`config.mk`:
```
export PLATFORM = sky130hd
export DESIGN_NAME = period_meter_coin_detector
export DESIGN_NICKNAME = d
export VERILOG_FILES = /design/src/design/pmcd_pkg.sv /design/src/design/pmcd_cfg.sv /design/src/design/pmcd_front.sv /design/src/design/pmcd_fifo.sv /design/src/design/pmcd_back.sv /design/src/design/period_meter_coin_detector.sv
export SDC_FILE = /design/constraint.sdc
export NUM_CORES = 1
export LEC_CHECK = 0
export BUFFER_PORTS_ARGS = -buffer_cell sky130_fd_sc_hd__buf_2
export CAP_MARGIN = 20
export CORE_UTILIZATION = 60
export CTS_CLUSTER_DIAMETER = 200
export DETAILED_ROUTE_END_ITERATION = 10
export PLACE_DENSITY = 0.78
export SLEW_MARGIN = 25
export SYNTH_ARGS = -nofsm -noshare
export SYNTH_HDL_FRONTEND = slang
export SYNTH_SLANG_ARGS = --single-unit
```
`constraint.sdc`:
```
create_clock -name i_clk -period 16.2 [get_ports i_clk]
set_input_delay 3.24 -clock i_clk [delete_from_list [all_inputs] [get_ports i_clk]]
set_output_delay 3.24 -clock i_clk [all_outputs]
set_load 0.005 [all_outputs]
```
`src/design/pmcd_pkg.sv`:
```
// Shared types, constants and helper functions for the period meter coin detector.
// Depends on nothing; every design module imports it.
package pmcd_pkg;

    // Counter and field widths.
    localparam int CNT_W     = 27;
    localparam int FIELD_W   = 27;
    localparam int PPM_W     = 10;
    localparam int CFG_IDX_W = 3;

    localparam logic [CNT_W-1:0] CNT_MAX = '1;

    // Measurement queue geometry.
    localparam int FIFO_DEPTH = 4;
    localparam int FIFO_AW    = $clog2(FIFO_DEPTH);

    // Register reset values.
    localparam logic [PPM_W-1:0]   RST_PPM        = PPM_W'(100);
    localparam logic [FIELD_W-1:0] RST_SYNC_TMO   = FIELD_W'(393216);
    localparam logic [FIELD_W-1:0] RST_MEAS_TMO   = FIELD_W'(67174400);
    localparam logic [FIELD_W-1:0] RST_SETTLE_TOL = FIELD_W'(150);
    localparam logic [FIELD_W-1:0] RST_DETECT_THR = FIELD_W'(300);

    // Register indexes.
    typedef enum logic [CFG_IDX_W-1:0] {
        CFG_PPM        = 3'd0,
        CFG_SYNC_TMO   = 3'd1,
        CFG_MEAS_TMO   = 3'd2,
        CFG_SETTLE_TOL = 3'd3,
        CFG_DETECT_THR = 3'd4
    } t_cfg_idx;

    typedef struct packed {
        logic [PPM_W-1:0]   ppm;
        logic [FIELD_W-1:0] sync_tmo;
        logic [FIELD_W-1:0] meas_tmo;
        logic [FIELD_W-1:0] settle_tol;
        logic [FIELD_W-1:0] detect_thr;
    } t_cfg;

    // One finished measurement handed from the front to the back.
    typedef struct packed {
        logic [CNT_W-1:0] value;
        logic             tmo;
    } t_meas;

    // Head of the measurement queue as seen by the back.
    typedef struct packed {
        logic  avail;
        t_meas meas;
    } t_queue_head;

    // A timeout above the counter range acts as the counter maximum.
    function automatic logic [CNT_W-1:0] cap_limit(input logic [FIELD_W-1:0] t);
        logic [32:0] wide_t;
        wide_t = 33'(t);
        if (wide_t > 33'(CNT_MAX)) begin
            cap_limit = CNT_MAX;
        end else begin
            cap_limit = CNT_W'(t);
        end
    endfunction

endpackage

```
`src/design/pmcd_cfg.sv`:
```
// Configuration register file of the period meter coin detector.
// Depends on pmcd_pkg for the register indexes, reset values and t_cfg.
module pmcd_cfg (
    input  logic                             i_clk,
    input  logic                             i_rst_n,
    input  logic                             i_cfg_we,
    input  logic [pmcd_pkg::CFG_IDX_W-1:0]   i_cfg_idx,
    input  logic [pmcd_pkg::FIELD_W-1:0]     i_cfg_data,
    output pmcd_pkg::t_cfg                   o_cfg
);
    import pmcd_pkg::*;

    t_cfg r_cfg;

    // Registers load on a write; unknown indexes are ignored.
    always_ff @(posedge i_clk) begin
        if (!i_rst_n) begin
            r_cfg.ppm        <= RST_PPM;
            r_cfg.sync_tmo   <= RST_SYNC_TMO;
            r_cfg.meas_tmo   <= RST_MEAS_TMO;
            r_cfg.settle_tol <= RST_SETTLE_TOL;
            r_cfg.detect_thr <= RST_DETECT_THR;
        end else if (i_cfg_we) begin
            case (t_cfg_idx'(i_cfg_idx))
                CFG_PPM:        r_cfg.ppm        <= i_cfg_data[PPM_W-1:0];
                CFG_SYNC_TMO:   r_cfg.sync_tmo   <= i_cfg_data;
                CFG_MEAS_TMO:   r_cfg.meas_tmo   <= i_cfg_data;
                CFG_SETTLE_TOL: r_cfg.settle_tol <= i_cfg_data;
                CFG_DETECT_THR: r_cfg.detect_thr <= i_cfg_data;
                default: ;
            endcase
        end
    end

    assign o_cfg = r_cfg;

endmodule

```
`src/design/pmcd_front.sv`:
```
// Front end: takes one detector sample per item, syncs and times the periods.
// Depends on pmcd_pkg; pushes finished measurements into the queue.
module pmcd_front (
    input  logic           i_clk,
    input  logic           i_rst_n,
    input  pmcd_pkg::t_cfg i_cfg,
    input  logic           i_valid,
    output logic           o_ready,
    input  logic           i_signal_level,
    input  logic           i_q_full,
    output logic           o_push,
    output pmcd_pkg::t_meas o_meas
);
    import pmcd_pkg::*;

    typedef enum logic [1:0] {
        CAP_SYNC_LOW  = 2'd0,
        CAP_SYNC_HIGH = 2'd1,
        CAP_CNT_LOW   = 2'd2,
        CAP_CNT_HIGH  = 2'd3
    } t_cap_phase;

    t_cap_phase       r_phase, n_phase;
    logic [CNT_W-1:0] r_cnt, n_cnt;
    logic [PPM_W-1:0] r_edges, n_edges;

    logic             accept;
    logic [CNT_W-1:0] bumped;
    logic [CNT_W-1:0] sync_lim;
    logic [CNT_W-1:0] meas_lim;
    logic [PPM_W-1:0] need;
    logic [PPM_W-1:0] edges_inc;
    logic             emit;
    logic [CNT_W-1:0] emit_val;
    logic             emit_tmo;
    logic             chk_meas;

    assign o_ready = !i_q_full;
    assign accept  = i_valid && !i_q_full;

    // Saturating tick count and the limits it is checked against.
    assign bumped    = (r_cnt == CNT_MAX) ? r_cnt : r_cnt + CNT_W'(1);
    assign sync_lim  = cap_limit(i_cfg.sync_tmo);
    assign meas_lim  = cap_limit(i_cfg.meas_tmo);
    assign need      = (i_cfg.ppm == '0) ? PPM_W'(1) : i_cfg.ppm;
    assign edges_inc = r_edges + PPM_W'(1);

    // Capture sequence for one accepted sample.
    always_comb begin
        n_phase  = r_phase;
        n_cnt    = r_cnt;
        n_edges  = r_edges;
        emit     = 1'b0;
        emit_val = '0;
        emit_tmo = 1'b0;
        chk_meas = 1'b0;
        if (accept) begin
            case (r_phase)
                CAP_SYNC_LOW: begin
                    if (!i_signal_level) begin
                        n_phase = CAP_SYNC_HIGH;
                        n_cnt   = '0;
                    end else begin
                        n_cnt = bumped;
                        if (bumped >= sync_lim) begin
                            emit     = 1'b1;
                            emit_tmo = 1'b1;
                        end
                    end
                end
                CAP_SYNC_HIGH: begin
                    if (i_signal_level) begin
                        n_phase = CAP_CNT_LOW;
                        n_cnt   = '0;
                        n_edges = '0;
                    end else begin
                        n_cnt = bumped;
                        if (bumped >= sync_lim) begin
                            emit     = 1'b1;
                            emit_tmo = 1'b1;
                        end
                    end
                end
                CAP_CNT_LOW: begin
                    n_cnt    = bumped;
                    chk_meas = 1'b1;
                    if (!i_signal_level) begin
                        n_phase = CAP_CNT_HIGH;
                    end
                end
                CAP_CNT_HIGH: begin
                    n_cnt    = bumped;
                    chk_meas = 1'b1;
                    if (i_signal_level) begin
                        n_edges = edges_inc;
                        if (edges_inc >= need) begin
                            emit     = 1'b1;
                            emit_val = bumped;
                            chk_meas = 1'b0;
                        end else begin
                            n_phase = CAP_CNT_LOW;
                        end
                    end
                end
                default: ;
            endcase
            // The whole count has its own limit.
            if (chk_meas && bumped >= meas_lim) begin
                emit     = 1'b1;
                emit_val = '0;
                emit_tmo = 1'b1;
            end
            if (emit) begin
                n_phase = CAP_SYNC_LOW;
                n_cnt   = '0;
                n_edges = '0;
            end
        end
    end

    always_ff @(posedge i_clk) begin
        if (!i_rst_n) begin
            r_phase <= CAP_SYNC_LOW;
            r_cnt   <= '0;
            r_edges <= '0;
        end else begin
            r_phase <= n_phase;
            r_cnt   <= n_cnt;
            r_edges <= n_edges;
        end
    end

    assign o_push       = emit;
    assign o_meas.value = emit_val;
    assign o_meas.tmo   = emit_tmo;

endmodule

```
`src/design/pmcd_fifo.sv`:
```
// Short measurement queue between the front end and the baseline tracker.
// Depends on pmcd_pkg for t_meas, t_queue_head and the queue depth.
module pmcd_fifo (
    input  logic                  i_clk,
    input  logic                  i_rst_n,
    input  logic                  i_push,
    input  pmcd_pkg::t_meas       i_data,
    input  logic                  i_pop,
    output logic                  o_full,
    output pmcd_pkg::t_queue_head o_head
);
    import pmcd_pkg::*;

    t_meas              r_mem [FIFO_DEPTH];
    logic [FIFO_AW-1:0] r_wr_ptr;
    logic [FIFO_AW-1:0] r_rd_ptr;
    logic [FIFO_AW:0]   r_count;

    // Entry storage; payload needs no reset.
    always_ff @(posedge i_clk) begin
        if (i_push) begin
            r_mem[r_wr_ptr] <= i_data;
        end
    end

    // Pointers and fill level.
    always_ff @(posedge i_clk) begin
        if (!i_rst_n) begin
            r_wr_ptr <= '0;
            r_rd_ptr <= '0;
            r_count  <= '0;
        end else begin
            if (i_push) begin
                r_wr_ptr <= r_wr_ptr + FIFO_AW'(1);
            end
            if (i_pop) begin
                r_rd_ptr <= r_rd_ptr + FIFO_AW'(1);
            end
            if (i_push && !i_pop) begin
                r_count <= r_count + (FIFO_AW+1)'(1);
            end else if (i_pop && !i_push) begin
                r_count <= r_count - (FIFO_AW+1)'(1);
            end
        end
    end

    assign o_full       = (r_count == (FIFO_AW+1)'(FIFO_DEPTH));
    assign o_head.avail = (r_count != '0);
    assign o_head.meas  = r_mem[r_rd_ptr];

endmodule

```
`src/design/pmcd_back.sv`:
```
// Back end: baseline tracker and registered result item.
// Depends on pmcd_pkg; pops measurements from the queue.
module pmcd_back (
    input  logic                          i_clk,
    input  logic                          i_rst_n,
    input  pmcd_pkg::t_cfg                i_cfg,
    input  pmcd_pkg::t_queue_head         i_head,
    output logic                          o_pop,
    output logic                          o_valid,
    input  logic                          i_ready,
    output logic [pmcd_pkg::FIELD_W-1:0]  o_period_ticks,
    output logic                          o_timed_out,
    output logic [1:0]                    o_tracker_phase,
    output logic                          o_coin_found
);
    import pmcd_pkg::*;

    typedef enum logic [1:0] {
        TRK_NONE    = 2'd0,
        TRK_SETTLE  = 2'd1,
        TRK_MONITOR = 2'd2
    } t_trk_mode;

    t_trk_mode          r_mode, n_mode;
    logic [CNT_W-1:0]   r_base, n_base;
    logic               n_coin;
    logic               r_valid;
    logic [FIELD_W-1:0] r_ticks;
    logic               r_tmo;
    logic [1:0]         r_phase;
    logic               r_coin;

    logic               take;
    logic [CNT_W-1:0]   value;
    logic [CNT_W-1:0]   diff;
    logic [32:0]        diff_w;

    // The output register accepts a new item when empty or being emptied.
    assign take  = i_head.avail && (!r_valid || i_ready);
    assign o_pop = take;
    assign value = i_head.meas.value;

    // Absolute difference to the current baseline.
    assign diff   = (value > r_base) ? value - r_base : r_base - value;
    assign diff_w = 33'(diff);

    // Tracker update for the measurement at the queue head.
    always_comb begin
        n_mode = r_mode;
        n_base = r_base;
        n_coin = 1'b0;
        case (r_mode)
            TRK_NONE: begin
                n_base = value;
                n_mode = TRK_SETTLE;
            end
            TRK_SETTLE: begin
                if (diff_w > 33'(i_cfg.settle_tol)) begin
                    n_base = value;
                end else begin
                    n_mode = TRK_MONITOR;
                end
            end
            TRK_MONITOR: begin
                if (diff_w > 33'(i_cfg.detect_thr)) begin
                    n_coin = 1'b1;
                    n_mode = TRK_NONE;
                end
            end
            default: ;
        endcase
    end

    // Tracker state and the registered result item.
    always_ff @(posedge i_clk) begin
        if (!i_rst_n) begin
            r_mode  <= TRK_NONE;
            r_base  <= '0;
            r_valid <= 1'b0;
        end else if (take) begin
            r_mode  <= n_mode;
            r_base  <= n_base;
            r_valid <= 1'b1;
            r_ticks <= FIELD_W'(value);
            r_tmo   <= i_head.meas.tmo;
            r_phase <= n_mode;
            r_coin  <= n_coin;
        end else if (i_ready) begin
            r_valid <= 1'b0;
        end
    end

    assign o_valid         = r_valid;
    assign o_period_ticks  = r_ticks;
    assign o_timed_out     = r_tmo;
    assign o_tracker_phase = r_phase;
    assign o_coin_found    = r_coin;

endmodule

```
`src/design/period_meter_coin_detector.sv`:
```
// Period meter coin detector: a period counter with timeouts and a baseline tracker.
// Depends on pmcd_pkg, pmcd_cfg, pmcd_front, pmcd_fifo and pmcd_back.
//
// Usage:
// The input channel (i_valid, o_ready, i_signal_level) takes one detector
// sample per item, normally one item every clock cycle. The front end syncs
// on a low then high level and times periods_per_measure rising edges; a
// finished or timed-out measurement enters a four-entry queue. The back end
// compares it with the baseline and presents one result item on the output
// channel (o_valid, i_ready and the result fields).
// The item that ends a measurement enters the queue, and the back end pops it into
// the output register. Samples are taken one per cycle while o_ready is high,
// results leave one per cycle while i_ready is high; the queue depth sets how long
// the receiver may stall before o_ready drops. When the receiver stalls, the result
// stays put, the queue fills and then o_ready goes low until room frees up. Reset
// clears the capture sequence, the queue, the tracker and the output, and loads the
// register defaults. The user writes registers through i_cfg_we, i_cfg_idx and
// i_cfg_data only while idle; the block does not enforce it.
module period_meter_coin_detector (
    input  logic                            i_clk,
    input  logic                            i_rst_n,
    input  logic                            i_cfg_we,
    input  logic [pmcd_pkg::CFG_IDX_W-1:0]  i_cfg_idx,
    input  logic [pmcd_pkg::FIELD_W-1:0]    i_cfg_data,
    input  logic                            i_valid,
    output logic                            o_ready,
    input  logic                            i_signal_level,
    output logic                            o_valid,
    input  logic                            i_ready,
    output logic [pmcd_pkg::FIELD_W-1:0]    o_period_ticks,
    output logic                            o_timed_out,
    output logic [1:0]                      o_tracker_phase,
    output logic                            o_coin_found
);
    import pmcd_pkg::*;

    t_cfg        cfg;
    logic        q_full;
    logic        q_push;
    logic        q_pop;
    t_meas       q_data;
    t_queue_head q_head;

    pmcd_cfg u_cfg (
        .i_clk      (i_clk),
        .i_rst_n    (i_rst_n),
        .i_cfg_we   (i_cfg_we),
        .i_cfg_idx  (i_cfg_idx),
        .i_cfg_data (i_cfg_data),
        .o_cfg      (cfg)
    );

    pmcd_front u_front (
        .i_clk          (i_clk),
        .i_rst_n        (i_rst_n),
        .i_cfg          (cfg),
        .i_valid        (i_valid),
        .o_ready        (o_ready),
        .i_signal_level (i_signal_level),
        .i_q_full       (q_full),
        .o_push         (q_push),
        .o_meas         (q_data)
    );

    pmcd_fifo u_fifo (
        .i_clk   (i_clk),
        .i_rst_n (i_rst_n),
        .i_push  (q_push),
        .i_data  (q_data),
        .i_pop   (q_pop),
        .o_full  (q_full),
        .o_head  (q_head)
    );

    pmcd_back u_back (
        .i_clk           (i_clk),
        .i_rst_n         (i_rst_n),
        .i_cfg           (cfg),
        .i_head          (q_head),
        .o_pop           (q_pop),
        .o_valid         (o_valid),
        .i_ready         (i_ready),
        .o_period_ticks  (o_period_ticks),
        .o_timed_out     (o_timed_out),
        .o_tracker_phase (o_tracker_phase),
        .o_coin_found    (o_coin_found)
    );

endmodule

```
# Word-level counts from Yosys, hierarchy flattened
# Memory sizes are Yosys's and may differ from the RTL's. A register that Yosys moved wholly into a read port is not among the register bits.
# Index checks and enable logic that the tools add are counted.
[classes] shifts=0 multipliers=0 n_div=0 n_addsub=8 order_cmp=6 n_eq_ne=17 n_reduce_logical=29 n_mux=53 n_bitwise=0
[ops] op="$mux W27" n=11
[ops] op="$gt A27 B27 Y1" n=3
[ops] op="$pmux W27 S3" n=1
[ops] op="$ge A27 B27 Y1" n=2
[ops] op="$pmux W27 S2" n=1
[ops] op="$sub A27 B27 Y27" n=2
[ops] op="$mux W10" n=4
[ops] op="$add A27 B1 Y27 const B" n=1
[ops] op="$eq A27 B27 Y1 const B" n=1
[ops] op="$mux W2" n=10
[ops] op="$pmux W10 S2" n=1
[ops] op="$mux W1" n=18
[ops] op="$ne A3 B2 Y1 const B" n=4
[ops] op="$reduce_and A2 Y1" n=6
[ops] op="$add A10 B1 Y10 const B" n=1
[ops] op="$ge A10 B10 Y1" n=1
[ops] op="$logic_not A10 Y1" n=1
[ops] op="$pmux W2 S4" n=1
[ops] op="$eq A2 B2 Y1 const B" n=3
[ops] op="$eq A3 B2 Y1 const B" n=2
[ops] op="$eq A3 B3 Y1 const B" n=2
[ops] op="$mux W3" n=2
[ops] op="$pmux W2 S3" n=1
[ops] op="$reduce_and A6 Y1" n=1
[ops] op="other kinds (19)" n=33
[totals] inputBits=36 out_inout_bits=33 ramBits=112 reg_bits=225 romBits=0 elab_cells=132 mem_count=1 latchBits=0
[mem_list] memory="u_fifo.r_mem" depth=4 word_bits=28 read_ports=1 rd_clocked_by_memory_dff=1 wr=1 line_no="pmcd_fifo.sv:14" text="t_meas r_mem [FIFO_DEPTH];"

# Longest topological paths before layout
[logic_depth] ltp_word=15 mapped_depth=26 mapped_depth_nobuf=22

# Hierarchy
# A second synthesis with hierarchy kept.
[hier_totals] hier_cells=1989 hier_area_um2=19682.6
[by_module_without_submodules] mod="pmcd_back" cells_each=796 n_inst=1 area_per_inst_um2=6502.5
[by_module_without_submodules] mod="pmcd_fifo" cells_each=189 n_inst=1 area_per_inst_um2=4536.9
[by_module_without_submodules] mod="pmcd_cfg" cells_each=432 n_inst=1 area_per_inst_um2=4429.2
[by_module_without_submodules] mod="pmcd_front" cells_each=572 n_inst=1 area_per_inst_um2=4214.0

# Worst setup path after synthesis
# OpenSTA, ideal clock, no wires.
[synth_timing] path_kind="register to register" from="register (tool-made name)" to="register u_back.r_base[10]" t_arrival_ps=6061 period_less_slack_ps=6187 setup_time_ps=126 stages_incl_launch_ff=26 setup_slack_ps=10013 path_buffers=5 t_required_ps=16074 path_cell_list="dfxtp_1 -> buf_2 -> buf_1 -> mux4_2 -> inv_1 -> ha_1 -> buf_2 -> a21o_1 -> a21o_1 -> a2111o_1 -> a211oi_2 -> o31a_2 -> nor2_2 -> o311ai_2 -> xor2_1 -> ha_1 -> a21o_1 -> a21o_1 -> a21oi_1 -> a2bb2oi_1 -> a21oi_1 -> a2111oi_1 -> o21ai_0 -> buf_2 -> buf_2 -> mux2i_1"
[synth_rtl] element="end signal, assigned" line_no="pmcd_back.sv:82" text="r_base <= n_base;"
[synth_rtl] element="end, declared" line_no="pmcd_back.sv:25" text="logic [CNT_W-1:0] r_base, n_base;"

==> impl_results.rst <==
.. list-table::
   :header-rows: 1

   * - Metric
     - Value
   * - Slew @ Worst Pin
     - about 880 ps
   * - Drt pass-1 iters
     - 7
   * - Syn avg cell area
     - ~9.4 um2
   * - CTS max path bufs
     - 3
   * - Maximum VDD drop
     - 0.211 mV
   * - Number of inserted diodes
     - 0
   * - Sink count of the clock tree
     - 339
   * - Post_cts resized
     - 0
   * - Top Ports
     - 69
   * - Total of endpoints with negative setup slack in the final report
     - 0
   * - Series of cell instances along the critical path
     - buf_4, mux4_2, inv_1, ha_1, nand2_1, nor4_1, a211oi_2, o31a_2, or4_1, o311ai_2, xor2_1, ha_1, a21o_1, a21o_1, a21oi_1, a2bb2oi_1, a21oi_1, a2111oi_1, o21ai_4, buf_4, mux2i_1
   * - Post-detailed-route via-to-cell ratio
     - a little over 6
   * - Number of standard cells after synthesis
     - 2029
   * - Class of the most critical setup path
     - register to register
   * - Growth of design area from synthesis to finish
     - 9.98%
   * - Net count of the mapped netlist
     - 2247
   * - RSZ-0062 raised after global routing
     - false
   * - Cell types occupying the most area after synthesis
     - edfxtp_1, dfxtp_1, ha_1
   * - Worst hold-check path type
     - register to register
   * - Maximum number of pins on one net before global-route repair
     - 80
   * - Post-synthesis sequential area ratio
     - 0.431
   * - Run status
     - finished clean
   * - Area of all placed cells without fillers
     - 0.0209 mm2
   * - Post-route worst setup slack
     - ~9300 ps
   * - Width of the die
     - 180 um
   * - Overall power
     - between 4 and 5 mW
   * - Family with the most delay on the worst path
     - compound AO/OA/AOI/OAI gates
   * - Power density of the placed cells
     - 212 mW/mm2
   * - Antenna violation net count after detailed routing
     - 0
   * - Global placer's final weighted congestion
     - 0.956
   * - Prevailing post-synth register cell
     - dfxtp_1
   * - Initial detailed-routing violation count
     - ~1.4k
   * - Number of buffers inserted to repair setup after CTS
     - 0
   * - Clock transition time at the flip-flop clock pins of the worst setup and hold paths
     - 60 ps
   * - Required time of the critical path
     - 16590 ps
   * - Final Routed Wirelength
     - 50.1 mm
   * - P_leak
     - 8.47 nW
   * - Maximum fanout count along the critical path
     - 27
   * - Unique masters post-synth
     - 85
   * - Top cell type by total area after synthesis
     - edfxtp_1
   * - Number of endpoints with negative hold slack in the final report
     - 0
   * - Number of placement rows
     - 64
   * - Max Clock Freq
     - between 0.1 and 0.15 GHz
   * - Grt ovf
     - 0
   * - Number of max-cap violations
     - 0
   * - Buffer cell driving the clock tree root
     - clkbuf_16
   * - Fraction of registers with async set or reset after synthesis
     - 0
   * - Overall die area
     - 0.0325 mm2
   * - Final TNS setup
     - 0 ps
   * - Area share of the largest cell type after synthesis
     - 0.225
   * - Relative slew slack
     - 0.414
   * - Final worst path period share
     - 0.424
   * - HPWL Detailed
     - ~36 mm
   * - GRT Resource Usage Total
     - 0.308
   * - Number of CTS-inserted buffers
     - 37
   * - #FFs+latches synth
     - 339
   * - Arrival time worst endpoint
     - 7260 ps
   * - Crit-path max cell delay
     - 760 ps
   * - Post-route DRC violation count
     - 0
   * - Vias in the first global route
     - approximately 15k
   * - Die Ht
     - 180 um
   * - Yosys warnings
     - 0
   * - Cell with the biggest individual delay on the critical path
     - a2111oi_1
   * - Deepest level of the CTS H-tree
     - 2
   * - Final Skew
     - 14.6 ps
   * - Pins over their slew limit
     - 0
   * - Final-layout fill cell count
     - 2305
   * - Antenna violations before repair
     - 0
   * - Type of element launching the critical path
     - register
   * - Area of the mapped netlist
     - 0.0190 mm2
   * - Hold-fix buffer count after cts
     - 0
   * - Clock Latency Late Sink
     - between 500 and 600 ps
   * - Sum of buffers and inverters on the critical path
     - 3
   * - Routed len/inst
     - 20.2 um
   * - Total via count after detailed routing
     - 15.2k
   * - EDFF count, synth
     - ~140
   * - Worst setup EP type
     - register
   * - Number of port buffers
     - 68
   * - Clock period minus final worst setup slack
     - approximately 7000 ps
   * - Dpl ws
     - about 9400 ps
   * - CTS tree
     - built
   * - Effective utilization at floorplan
     - 0.616
   * - Final nets
     - 2278
   * - Global-route wire length before repair
     - 79.3 mm
   * - Core Area
     - around 0.031 mm2
   * - Post-Place Cell Area
     - around 0.02 mm2
   * - Fraction of final layout cells with drive strength greater than 1
     - 0.100
-- sequential cells by signal, summed over array words and instances, names as in the netlist, named ones only --
register                flops
u_fifo.r_mem              112
u_back.r_mode               2
u_front.r_edges            10
u_back.o_tracker_phase      2
u_fifo.r_wr_ptr             2
u_fifo.r_rd_ptr             2
u_fifo.r_count              3
u_front.r_cnt              27
u_back.o_valid              1
u_back.o_period_ticks      27
u_cfg.o_cfg               118
u_back.o_coin_found         1
u_front.r_phase             2
u_back.r_base              27
u_back.o_timed_out          1
-- metal layers --
metal  track usage  up-vias  part of all wire
met4         0.131        0             0.041
li1              -     7183                 -
met5             0        -                 0
met2         0.519      527              0.47
met1         0.400     7349              0.42
met3        0.0402      121             0.064
-- cell families after synthesis --
| logic type | after synthesis | synth area share |
|---|---|---|
| mux | 79 | 0.0600 |
| buf+inv | 292 | 0.0597 |
| compound gates | 438 | 0.147 |
| xor+xnor | 60 | 0.0284 |
| fa+ha+maj | 183 | 0.121 |
| simple gates | 638 | 0.152 |
| flops | 339 | 0.431 |
-- where the power goes --
group	total (mW)	internal, mW	switching [mW]
Combinational	2.52	1.04	1.48
Clock	0.869	0.520	0.349
Sequential	1.04	0.975	0.0664
-- path summary, 6_finish.rpt --
path,from,to,slack (ps),depth (start not counted)
worst min register to register,u_cfg.o_cfg[12]$_SDFFE_PN0P_,u_cfg.o_cfg[12]$_SDFFE_PN0P_,450,2
worst max-delay path,register,u_back.r_base[10]$_SDFFE_PN0P_,9330,21
worst min-delay path,u_cfg.o_cfg[12]$_SDFFE_PN0P_,u_cfg.o_cfg[12]$_SDFFE_PN0P_,450,2
worst max register to register,register,u_back.r_base[10]$_SDFFE_PN0P_,9330,21
-- placed cells by master, fill, tap and decap left out, drive strengths merged, types with 23 or more instances in the layout --
| cell | synthesis | routed |
|---|---|---|
| xor2 | 38 | 38 |
| a21oi | 182 | 182 |
| edfxtp | 143 | 143 |
| nand3 | 41 | 41 |
| nor2 | 87 | 87 |
| nand4 | 32 | 32 |
| nand2 | 365 | 365 |
| dfxtp | 196 | 196 |
| nor3 | 23 | 23 |
| clkbuf | 58 | 50 |
| o211ai | 33 | 33 |
| ha | 179 | 179 |
| inv | 200 | 200 |
| buf | 34 | 84 |
| mux2i | 49 | 49 |
| mux4 | 28 | 28 |
| a21o | 49 | 49 |
| o21ai | 50 | 50 |
-- worst register-to-register path, delay by kind of cell (launching register included) --
kind            cells  cell delay (ps)
flops               1              750
fa+ha+maj           2              790
xor+xnor            1              350
buf+inv             3              770
compound gates     10             2340
simple gates        3             1200
mux                 2              530
-- final cells by class --
class / instances / area, um2 / area share
Timing Repair Buffer: 84 / 480 / 0.0229
Clock buffer: 50 / 1090 / 0.0520
Inverter: 200 / 752 / 0.0359
Sequential cell: 339 / 8220 / 0.392
Multi-Input combinational cell: 1398 / 9750 / 0.465
Clock inverter: 15 / 160 / 0.00765
Tap cell: 396 / 495 / 0.0237
-- through the flow --
stage / hold slack, ps / utilization / std cells
finish: 454 / 0.678 / 2482
global route: 469 / 0.678 / 2482
CTS: 455 / 0.677 / 2482
detailed placement: 447 / 0.637 / 2417
global placement: 442 / 0.635 / 2415
floorplan: 435 / - / 2029
-- Yosys cell counts, types with 21 or more instances --
master / instances
a21o_1: 49
a21oi_1: 182
buf_2: 21
clkbuf_1: 58
dfxtp_1: 196
edfxtp_1: 143
ha_1: 179
inv_1: 199
mux2i_1: 49
mux4_2: 28
nand2_1: 364
nand3_1: 40
nand4_1: 31
nor2_1: 85
nor3_1: 22
o211ai_1: 33
o21ai_0: 45
xnor2_1: 21
xor2_1: 37
No activity file was read; power rests on OpenSTA's default activity.
